$ cat config.mk
export PLATFORM = sky130hd
export DESIGN_NAME = date_add_days
export DESIGN_NICKNAME = d
export VERILOG_FILES = /design/src/hdl/dad_pkg.sv /design/src/hdl/dad_ctrl.sv /design/src/hdl/dad_datapath.sv /design/src/hdl/date_add_days.sv
export SDC_FILE = /design/constraint.sdc
export NUM_CORES = 1
export LEC_CHECK = 0
export BUFFER_PORTS_ARGS = -buffer_cell sky130_fd_sc_hd__buf_2
export CORE_AREA = 2 2 153 110
export DETAILED_ROUTE_END_ITERATION = 10
export DIE_AREA = 0 0 155 112
export PLACE_DENSITY = 0.61
export SYNTH_ARGS = -nofsm -noshare
export SYNTH_HDL_FRONTEND = slang
export SYNTH_SLANG_ARGS = --single-unit
$ cat constraint.sdc
create_clock -name clk -period 7.1 [get_ports clk]
set_input_delay 0.355 -clock clk [delete_from_list [all_inputs] [get_ports clk]]
set_output_delay 0.355 -clock clk [all_outputs]
set_load 0.1 [all_outputs]
$ cat src/hdl/dad_pkg.sv
// Types, command codes and calendar helpers for the date adder.
// Used by dad_ctrl, dad_datapath and date_add_days; depends on nothing.
package dad_pkg;

  localparam logic [13:0] YEAR_MAX    = 14'd9999;
  localparam logic [3:0]  MONTH_DEC   = 4'd12;
  localparam logic [4:0]  DAY_DEC_END = 5'd31;
  localparam logic [13:0] YEAR_CYCLE  = 14'd400;

  localparam logic [1:0] STATUS_OK       = 2'd0;
  localparam logic [1:0] STATUS_INVALID  = 2'd1;
  localparam logic [1:0] STATUS_OVERFLOW = 2'd2;

  typedef logic [2:0] dad_cmd_t;
  localparam dad_cmd_t CMD_NONE  = 3'd0;
  localparam dad_cmd_t CMD_LOAD  = 3'd1;
  localparam dad_cmd_t CMD_MOD   = 3'd2;
  localparam dad_cmd_t CMD_CHECK = 3'd3;
  localparam dad_cmd_t CMD_DOY   = 3'd4;
  localparam dad_cmd_t CMD_WALK  = 3'd5;

  typedef struct packed {
    logic [13:0] year_in;
    logic [3:0]  month_in;
    logic [4:0]  day_in;
    logic [13:0] days_to_add;
  } dad_in_t;

  typedef struct packed {
    logic [13:0] year_out;
    logic [3:0]  month_out;
    logic [4:0]  day_out;
    logic [1:0]  status;
  } dad_out_t;

  typedef struct packed {
    logic mod_done;
    logic date_bad;
    logic doy_done;
    logic walk_done;
    logic walk_ovf;
  } dad_stat_t;

  // Leap test on the year reduced modulo 400.
  function automatic logic is_leap(input logic [8:0] ymod);
    logic leap;
    leap = (ymod == 9'd0) ||
           ((ymod[1:0] == 2'd0) && (ymod != 9'd100) && (ymod != 9'd200) &&
            (ymod != 9'd300));
    return leap;
  endfunction

  // Length of a month; zero for a code that is not a month.
  function automatic logic [4:0] month_days(input logic [3:0] m, input logic leap);
    logic [4:0] len;
    case (m)
      4'd1, 4'd3, 4'd5, 4'd7, 4'd8, 4'd10, 4'd12: len = 5'd31;
      4'd4, 4'd6, 4'd9, 4'd11:                  len = 5'd30;
      4'd2:                                       len = leap ? 5'd29 : 5'd28;
      default:                                    len = 5'd0;
    endcase
    return len;
  endfunction

endpackage

$ cat src/hdl/dad_ctrl.sv
// Sequencing state machine for the date adder.
// Depends on dad_pkg; drives the datapath commands and the result strobe.
module dad_ctrl (
  input  logic              clk,
  input  logic              rst_n,
  input  logic              start,
  input  dad_pkg::dad_stat_t stat,
  output dad_pkg::dad_cmd_t cmd,
  output logic              busy,
  output logic              out_valid
);
  import dad_pkg::*;

  localparam logic [2:0] ST_IDLE  = 3'd0;
  localparam logic [2:0] ST_MOD   = 3'd1;
  localparam logic [2:0] ST_CHECK = 3'd2;
  localparam logic [2:0] ST_DOY   = 3'd3;
  localparam logic [2:0] ST_WALK  = 3'd4;

  logic [2:0] state_r, state_nxt;
  logic       valid_r, valid_nxt;

  always_comb begin
    state_nxt = state_r;
    valid_nxt = 1'b0;
    cmd       = CMD_NONE;
    case (state_r)
      ST_IDLE: begin
        if (start) begin
          cmd       = CMD_LOAD;
          state_nxt = ST_MOD;
        end
      end
      ST_MOD: begin
        cmd = CMD_MOD;
        if (stat.mod_done) begin
          state_nxt = ST_CHECK;
        end
      end
      ST_CHECK: begin
        cmd = CMD_CHECK;
        if (stat.date_bad) begin
          valid_nxt = 1'b1;
          state_nxt = ST_IDLE;
        end else begin
          state_nxt = ST_DOY;
        end
      end
      ST_DOY: begin
        cmd = CMD_DOY;
        if (stat.doy_done) begin
          state_nxt = ST_WALK;
        end
      end
      ST_WALK: begin
        cmd = CMD_WALK;
        if (stat.walk_done || stat.walk_ovf) begin
          valid_nxt = 1'b1;
          state_nxt = ST_IDLE;
        end
      end
      default: begin
        state_nxt = ST_IDLE;
      end
    endcase
  end

  always_ff @(posedge clk) begin
    if (!rst_n) begin
      state_r <= ST_IDLE;
      valid_r <= 1'b0;
    end else begin
      state_r <= state_nxt;
      valid_r <= valid_nxt;
    end
  end

  assign busy      = (state_r != ST_IDLE);
  assign out_valid = valid_r;

endmodule

$ cat src/hdl/dad_datapath.sv
// Date registers, month walk arithmetic and result register of the date adder.
// Depends on dad_pkg; steered by dad_ctrl through command codes.
module dad_datapath #(
  parameter int ADD_DAYS_BITS = 14
) (
  input  logic               clk,
  input  dad_pkg::dad_cmd_t  cmd,
  input  dad_pkg::dad_in_t   in_data,
  output dad_pkg::dad_stat_t stat,
  output dad_pkg::dad_out_t  out_data
);
  import dad_pkg::*;

  localparam int ADD_W = (ADD_DAYS_BITS < 14) ? ADD_DAYS_BITS : 14;
  localparam int REM_W = ((ADD_W > 9) ? ADD_W : 9) + 1;

  logic [13:0]      year_r;
  logic [13:0]      ymod_r;
  logic [3:0]       month_r;
  logic [4:0]       day_r;
  logic [ADD_W-1:0] add_r;
  logic [REM_W-1:0] rem_r;
  logic [3:0]       m_r;
  dad_out_t         out_r;

  logic       leap;
  logic [4:0] start_len;
  logic [4:0] walk_len;
  logic       date_bad;
  logic       rem_over;
  logic       year_end;

  always_comb begin
    leap      = is_leap(ymod_r[8:0]);
    start_len = month_days(month_r, leap);
    walk_len  = month_days(m_r, leap);
    date_bad  = (year_r == 14'd0) || (year_r > YEAR_MAX) || (month_r == 4'd0) ||
                (month_r > MONTH_DEC) || (day_r == 5'd0) || (day_r > start_len);
    rem_over  = rem_r > REM_W'(walk_len);
    year_end  = rem_over && (m_r == MONTH_DEC);
  end

  assign stat.mod_done  = ymod_r < YEAR_CYCLE;
  assign stat.date_bad  = date_bad;
  assign stat.doy_done  = !(m_r < month_r);
  assign stat.walk_done = !rem_over;
  assign stat.walk_ovf  = year_end && (year_r == YEAR_MAX);

  always_ff @(posedge clk) begin
    case (cmd)
      CMD_LOAD: begin
        year_r  <= in_data.year_in;
        ymod_r  <= in_data.year_in;
        month_r <= in_data.month_in;
        day_r   <= in_data.day_in;
        add_r   <= in_data.days_to_add[ADD_W-1:0];
      end
      CMD_MOD: begin
        if (!stat.mod_done) begin
          ymod_r <= ymod_r - YEAR_CYCLE;
        end
      end
      CMD_CHECK: begin
        rem_r <= REM_W'(day_r);
        m_r   <= 4'd1;
        if (date_bad) begin
          out_r <= '{year_out: 14'd0, month_out: 4'd0, day_out: 5'd0,
                     status: STATUS_INVALID};
        end
      end
      CMD_DOY: begin
        if (m_r < month_r) begin
          rem_r <= rem_r + REM_W'(walk_len);
          m_r   <= m_r + 4'd1;
        end else begin
          rem_r <= rem_r + REM_W'(add_r);
          m_r   <= 4'd1;
        end
      end
      CMD_WALK: begin
        if (stat.walk_ovf) begin
          out_r <= '{year_out: YEAR_MAX, month_out: MONTH_DEC, day_out: DAY_DEC_END,
                     status: STATUS_OVERFLOW};
        end else if (rem_over) begin
          rem_r <= rem_r - REM_W'(walk_len);
          if (year_end) begin
            m_r    <= 4'd1;
            year_r <= year_r + 14'd1;
            ymod_r <= (ymod_r == YEAR_CYCLE - 14'd1) ? 14'd0 : ymod_r + 14'd1;
          end else begin
            m_r <= m_r + 4'd1;
          end
        end else begin
          out_r <= '{year_out: year_r, month_out: m_r, day_out: rem_r[4:0],
                     status: STATUS_OK};
        end
      end
      default: begin
      end
    endcase
  end

  assign out_data = out_r;

endmodule

$ cat src/hdl/date_add_days.sv
// Gregorian date adder: start date plus a day count gives the later date.
// Steps: load, reduce the year modulo 400, check the date (an invalid date ends here),
// sum the day of year, add the count, then walk forward month by month until it fits.
// One word is worked on at a time; start is taken again once busy falls.
// The result strobe lasts one cycle and the receiver cannot stall it.
// Reset is synchronous and active low; it returns the controller to idle.
module date_add_days #(
  parameter int ADD_DAYS_BITS = 14
) (
  input  logic              clk,
  input  logic              rst_n,
  input  logic              start,
  output logic              busy,
  input  dad_pkg::dad_in_t  in_data,
  output logic              out_valid,
  output dad_pkg::dad_out_t out_data
);
  import dad_pkg::*;

  dad_cmd_t  cmd;
  dad_stat_t stat;

  dad_ctrl u_ctrl (
    .clk       (clk),
    .rst_n     (rst_n),
    .start     (start),
    .stat      (stat),
    .cmd       (cmd),
    .busy      (busy),
    .out_valid (out_valid)
  );

  dad_datapath #(
    .ADD_DAYS_BITS (ADD_DAYS_BITS)
  ) u_datapath (
    .clk      (clk),
    .cmd      (cmd),
    .in_data  (in_data),
    .stat     (stat),
    .out_data (out_data)
  );

  a_accept_busy: assert property (@(posedge clk) disable iff (!rst_n)
    (start && !busy) |=> busy)
    else $error("Accepted word did not raise busy.");

  a_valid_after_work: assert property (@(posedge clk) disable iff (!rst_n)
    out_valid |-> ($past(busy) && !$past(out_valid)))
    else $error("Result strobe without work in progress.");

  a_invalid_zero: assert property (@(posedge clk) disable iff (!rst_n)
    (out_valid && (out_data.status == STATUS_INVALID)) |->
      ((out_data.year_out == 14'd0) && (out_data.month_out == 4'd0) &&
       (out_data.day_out == 5'd0)))
    else $error("Invalid date result is not cleared.");

  a_overflow_sat: assert property (@(posedge clk) disable iff (!rst_n)
    (out_valid && (out_data.status == STATUS_OVERFLOW)) |->
      ((out_data.year_out == YEAR_MAX) && (out_data.month_out == MONTH_DEC) &&
       (out_data.day_out == DAY_DEC_END)))
    else $error("Overflow result is not saturated.");

endmodule
## Word level (Yosys, flattened, before mapping)

Cells that the tools add are included.

| word-level totals | value |
|---|---|
| flip-flop bits (word level) | 99 |
| bits in latches | 0 |
| memory bits (writable) | 0 |
| ROM bits | 0 |
| bits of input ports | 40 |
| output and inout bits | 27 |
| word-level logic and storage cells | 144 |
| memories kept | 0 |

| operators by class | value |
|---|---|
| add/subtract/negate cells | 7 |
| multiply operators | 0 |
| div/mod/pow operators | 0 |
| order comparisons | 6 |
| equal/unequal tests | 48 |
| shift operators | 0 |
| multiplexer cells | 37 |
| bitwise gates (word level) | 0 |
| reductions and logical operators | 33 |

Operator list:

| kind | number |
|---|---|
| two-way mux 14 bit | 8 |
| two-way mux 25 bit | 3 |
| case mux 25 bit (2 select lines) | 1 |
| two-way mux 15 bit | 3 |
| case mux 15 bit (3 select lines) | 1 |
| case mux 14 bit (3 select lines) | 1 |
| == test 4 bit (second input constant) | 10 |
| == test 4 x 3 -> 1 bit (second input constant) | 8 |
| case mux 3 bit (5 select lines) | 2 |
| case mux 5 bit (3 select lines) | 2 |
| adder 14 x 1 -> 14 bit (second input constant) | 2 |
| case mux 14 bit (2 select lines) | 1 |
| == test 4 x 2 -> 1 bit (second input constant) | 4 |
| two-way mux 4 bit | 4 |
| adder 15 x 14 -> 15 bit | 1 |
| adder 15 x 5 -> 15 bit | 1 |
| > comparator 15 x 5 -> 1 bit | 1 |
| subtractor 15 x 5 -> 15 bit | 1 |
| == test 14 bit (second input constant) | 1 |
| == test 14 x 9 -> 1 bit (second input constant) | 1 |
| > comparator 14 bit (second input constant) | 1 |
| logical NOT 14 bit | 1 |
| < comparator 14 x 9 -> 1 bit (second input constant) | 1 |
| OR reduction 7 bit | 2 |
| other kinds (34) | 70 |

## Depth between registers and ports, before layout

| depth | value |
|---|---|
| depth in word-level cells | 13 |
| mapped depth | 16 |
| gate-level depth less buffers | 16 |

## Hierarchy

Synthesis repeated with hierarchy kept, for this count alone.

| unflattened totals | value |
|---|---|
| cell total of the unflattened synthesis | 635 |
| area, all modules | 6397.4 um^2 |

Modules (own cells, without submodules):

| module | times used | cells an instance | area each (um^2) | sequential area each (um^2) |
|---|---|---|---|---|
| dad_datapath | 1 | 605 | 6124.6 | 2852.7 |
| dad_ctrl | 1 | 30 | 272.8 | 80.1 |

## Least setup slack after synthesis

OpenSTA, ideal clock, no wires.

| timing path | value |
|---|---|
| path type | flip-flop to flip-flop |
| from | register u_datapath.ymod_r[4] |
| to | register u_datapath.rem_r[12] (data pin) |
| setup time | 265 ps |
| data arrival time | 3918 ps |
| required time | 6835 ps |
| slack | 2917 ps |
| cell stages (with the launch flop) | 17 |
| buffers on the path | 0 |
| clock period less this slack | 4183 ps |
| cell sequence | edfxtp_1 inv_1 ha_1 or4bb_1 o21ai_0 nor3_1 nor4_1 a31oi_1 mux2_2 ha_1 fa_1 a211oi_1 o21ai_1 a31oi_1 o21ai_1 o31a_1 or3_1 |

| on the way | value |
|---|---|
| cells in the longest elaborated chain, start to end | 11 |
| elaborated cells on any way between the ends | 16 |
| classes of those cells | add/sub (2); eq/ne (3); mux (6); reduce/logical (5) |

RTL lines:

| item | RTL line | source |
|---|---|---|
| start, declared | dad_datapath.sv:18 | `logic [13:0] ymod_r;` |
| start signal, assigned | dad_datapath.sv:53 | `ymod_r <= in_data.year_in;` |
| start signal, assigned | dad_datapath.sv:60 | `ymod_r <= ymod_r - YEAR_CYCLE;` |
| start signal, assigned | dad_datapath.sv:89 | `ymod_r <= (ymod_r == YEAR_CYCLE - 14'd1) ? 14'd0 : ymod_r + 14'd1;` |
| != test 9 x 7 -> 1 bit | dad_pkg.sv:48 | `((ymod[1:0] == 2'd0) && (ymod != 9'd100) && (ymod != 9'd200) &&` |
| logical AND 1 bit (3 in series) | dad_pkg.sv:48 |  |
| logical OR 1 bit (*) | dad_pkg.sv:47 | `leap = (ymod == 9'd0) \|\|` |
| two-way mux 1 bit (*) | dad_pkg.sv:59 | `4'd2: len = leap ? 5'd29 : 5'd28;` |
| case mux 5 bit (3 select lines) (*) | dad_pkg.sv:56 | `case (m)` |
| subtractor 15 x 5 -> 15 bit | dad_datapath.sv:85 | `rem_r <= rem_r - REM_W'(walk_len);` |
| two-way mux 15 bit | dad_datapath.sv:84 | `end else if (rem_over) begin` |
| two-way mux 15 bit | dad_datapath.sv:81 | `if (stat.walk_ovf) begin` |
| case mux 15 bit (3 select lines) (*) | dad_datapath.sv:50 | `case (cmd)` |
| end signal, assigned | dad_datapath.sv:64 | `rem_r <= REM_W'(day_r);` |
| end signal, assigned | dad_datapath.sv:76 | `rem_r <= rem_r + REM_W'(add_r);` |
| end signal, assigned | dad_datapath.sv:85 |  |
| end, declared | dad_datapath.sv:22 | `logic [REM_W-1:0] rem_r;` |

Mark *: on every way between the ends. The rest lies on a longest branch, timed or not. The select of a mux whose other input is x is not followed.
A chain may end at the register's enable or synchronous reset.

## Worst setup path after layout

Same ends and word-level chain as after synthesis.

==> flow_summary.yaml <==
routing:
  vias: 4975
  route.met3.wl_um: 1272
  drt_iter0_markers: 503
  postRouteAntennaNets: 0
  drt-met1-wl_um: 7535
  wl_per_cell_um: 17.54
  top_layer_used: "met4"
  finalWirelength_um: 15440
  wl_met2_um: 6392
  drc: 0
  drt-pass1-iter-count: 5
  vias_per_cell: 5.653
pwr:
  power_density_nw_per_um2: 282.9
  total_power_mw: 2.016
  p_leak_nw: 2.749
  peakVddDrop_mv: 0.1180
grt:
  grt.overflow.total: 0
  grt_pass1_vias: 4554
  grt_max_degree: 56
  grt_antenna_before_repair: 0
  grt_first_pass_wirelength_um: 24380
  grt.total_usage: 0.1793
floorplanning:
  core_um2: 15960
  die_x_um: 155
  die_h_um: 112
  start_util: 0.3914
  rows: 39
  pin_count: 67
  die-area_um2: 17360
timing:
  worst_slew_pin_slew_ps: 1095
  slew_headroom: 0.2701
  finalSetupViolCount: 0
  drv_slew: 0
  setup_ws_ps: 2237
  max_freq_mhz: 205.6
  period_minus_slack_ps: 4863
  min_period_over_period: 0.6850
  skew_ps: 12.55
  setup_tns_ps: 0
  hold_violations: 0
  rsz0062_at_grt: "false"
setup_path:
  cp_slowest_cell: "edfxtp_1"
  path_cells: "inv_1, ha_1, or4bb_1, o21ai_0, nor3_1, nor4_1, a31oi_1, mux2_2, ha_1, fa_1, a211oi_1, o21ai_1, a31oi_1, o21ai_1, o31a_1, or3_1"
  crit_arrival_ps: 4980
  startpoint_type: "flop"
  cp_num_buf_inv: 1
  cp_slowest_stage_delay_ps: 480
  critPathCaptureType: "flop"
  worst_path_dominant_cell_family: "compound AO/OA/AOI/OAI gates"
  crit_fanout: 7
  worstSetupPathType: "reg2reg"
  crit_required_ps: 7210
clock_tree:
  cts_tree: "built"
  path_clk_slew_ps: 80
  worstSkewPairLatency_ps: 360
  clockRootBuffer: "clkbuf_16"
  cts_sinks: 99
  numCtsBuffers: 9
  cts.repair.resized: 0
  clockBufferDepth: 2
  postCtsSetupBuffers: 0
  ctsHtreeMaxLevel: 3
  postCtsHoldBufs: 0
logic_synthesis:
  yosysMostFrequentCell: "edfxtp_1"
  synth_area_per_cell_um2: 10.22
  ys.warnings.count: 0
  syn_nets: 692
  async_flop_share: 0
  synth.area.top_cells: "edfxtp_1 (46%), ha_1 (7.8%), nor2_1 (3.7%)"
  synth_top_cell_by_area: "edfxtp_1"
  seq_area_frac_synth: 0.4696
  yosysUniqueCellTypes: 72
  synth-edff-count: 95
  yosys-top-cells-count: "edfxtp_1 (95), nor2_1 (61), nand2_1 (52)"
  synthCells: 611
  synth_top_flop_cell: "edfxtp_1"
  netlist_area_um2: 6245
  synth_top_area_share: 0.4568
  ys_ff_latch: 99
placement:
  hpwl_um: 11260
  port_buffers: 66
  gp_congestion: 0.8961
  post-place-ws_ps: 2324
finish:
  antenna_cells: 0
  drive_above_1_share: 0.1585
  area_growth_pct: 14.11
  fin_nets: 751
run_status:
  status: "complete, no violations"
job:
  drv_cap: 0
worst_hold_path:
  min-delay-path-class: "in2reg"
-- metal layers --
metal / GRT usage / vias up
met5: 0 / -
met4: 0.04815 / 0
met3: 0.04944 / 20
met2: 0.2551 / 207
met1: 0.2672 / 2341
li1: - / 2407
-- layout make-up --
cell class	instances	area, um^2
sequential	99	2933
fill	1534	8831
timing repair buffer	71	367.9
multi-input combinational	466	3147
inverter	23	86.33
clock inverter	7	110.1
clock buffer	9	225.2
tap	205	256.5
-- state kept, by name, summed over array words and instances, names as in the netlist --
| name | flops |
|---|---|
| u_datapath.ymod_r | 14 |
| u_datapath.day_r | 5 |
| u_ctrl.out_valid | 1 |
| u_datapath.rem_r | 15 |
| u_datapath.year_r | 14 |
| u_datapath.month_r | 4 |
| u_datapath.out_data | 25 |
| u_ctrl.state_r | 3 |
| u_datapath.add_r | 14 |
| u_datapath.m_r | 4 |
-- through the flow --
step	area (um^2)	util	cells	hold slack, ps
6_report	7126	0.4466	880	163.1
5_1_grt	7126	0.4466	880	153.8
4_1_cts	7126	0.4466	880	151.8
2_1_floorplan	6245	-	611	453.9
3_3_place_gp	6790	0.4255	864	530.9
3_5_place_dp	6790	0.4255	864	533.1
-- layout by cell type, fill, tap and decap left out, types with 7 or more instances in the layout --
cell and count:
a21oi_1 26, o21ai_0 34, nand4_1 7, ha_1 39
nor3_1 18, a211oi_1 8, nor2b_1 14, inv_1 23
xnor2_1 24, and2_1 9, edfxtp_1 95, clkbuf_16 9
nand2_1 52, nor2_1 61, buf_2 66, nor4_1 7
xor2_1 23, nand3_1 13, o22ai_1 10, a31oi_1 9
and3_1 15
-- power breakdown --
| group | switching (mW) | internal, mW | leakage [nW] | total (mW) |
|---|---|---|---|---|
| logic | 0.361 | 0.231 | 1.65 | 0.592 |
| clock network | 0.232 | 0.316 | 0.165 | 0.547 |
| registers | 0.118 | 0.758 | 0.930 | 0.876 |
-- logic make-up (layout without fill, tap and decap cells) --
logic type,count (synthesis),count (layout),share of synthesized area
mux,3,3,0.005009
xor+xnor,47,47,0.06592
compound gates,150,150,0.1637
flops,99,99,0.4696
fa+ha+maj,41,41,0.08455
simple gates,225,225,0.1813
buf+inv,46,110,0.02985
-- final timing paths --
check | from | slack (ps) | to | cells past startpoint
min reg2reg | u_datapath.day_r[1]$_DFFE_PP_ | 630 | u_datapath.rem_r[1]$_DFFE_PP_ | 2
max reg2reg | u_datapath.ymod_r[4]$_DFFE_PP_ | 2240 | u_datapath.rem_r[12]$_DFFE_PP_ | 16
min | in_data[5] | 160 | u_datapath.add_r[5]$_DFFE_PP_ | 1
max | u_datapath.ymod_r[4]$_DFFE_PP_ | 2240 | u_datapath.rem_r[12]$_DFFE_PP_ | 16
(Power assumes the default switching activity.)
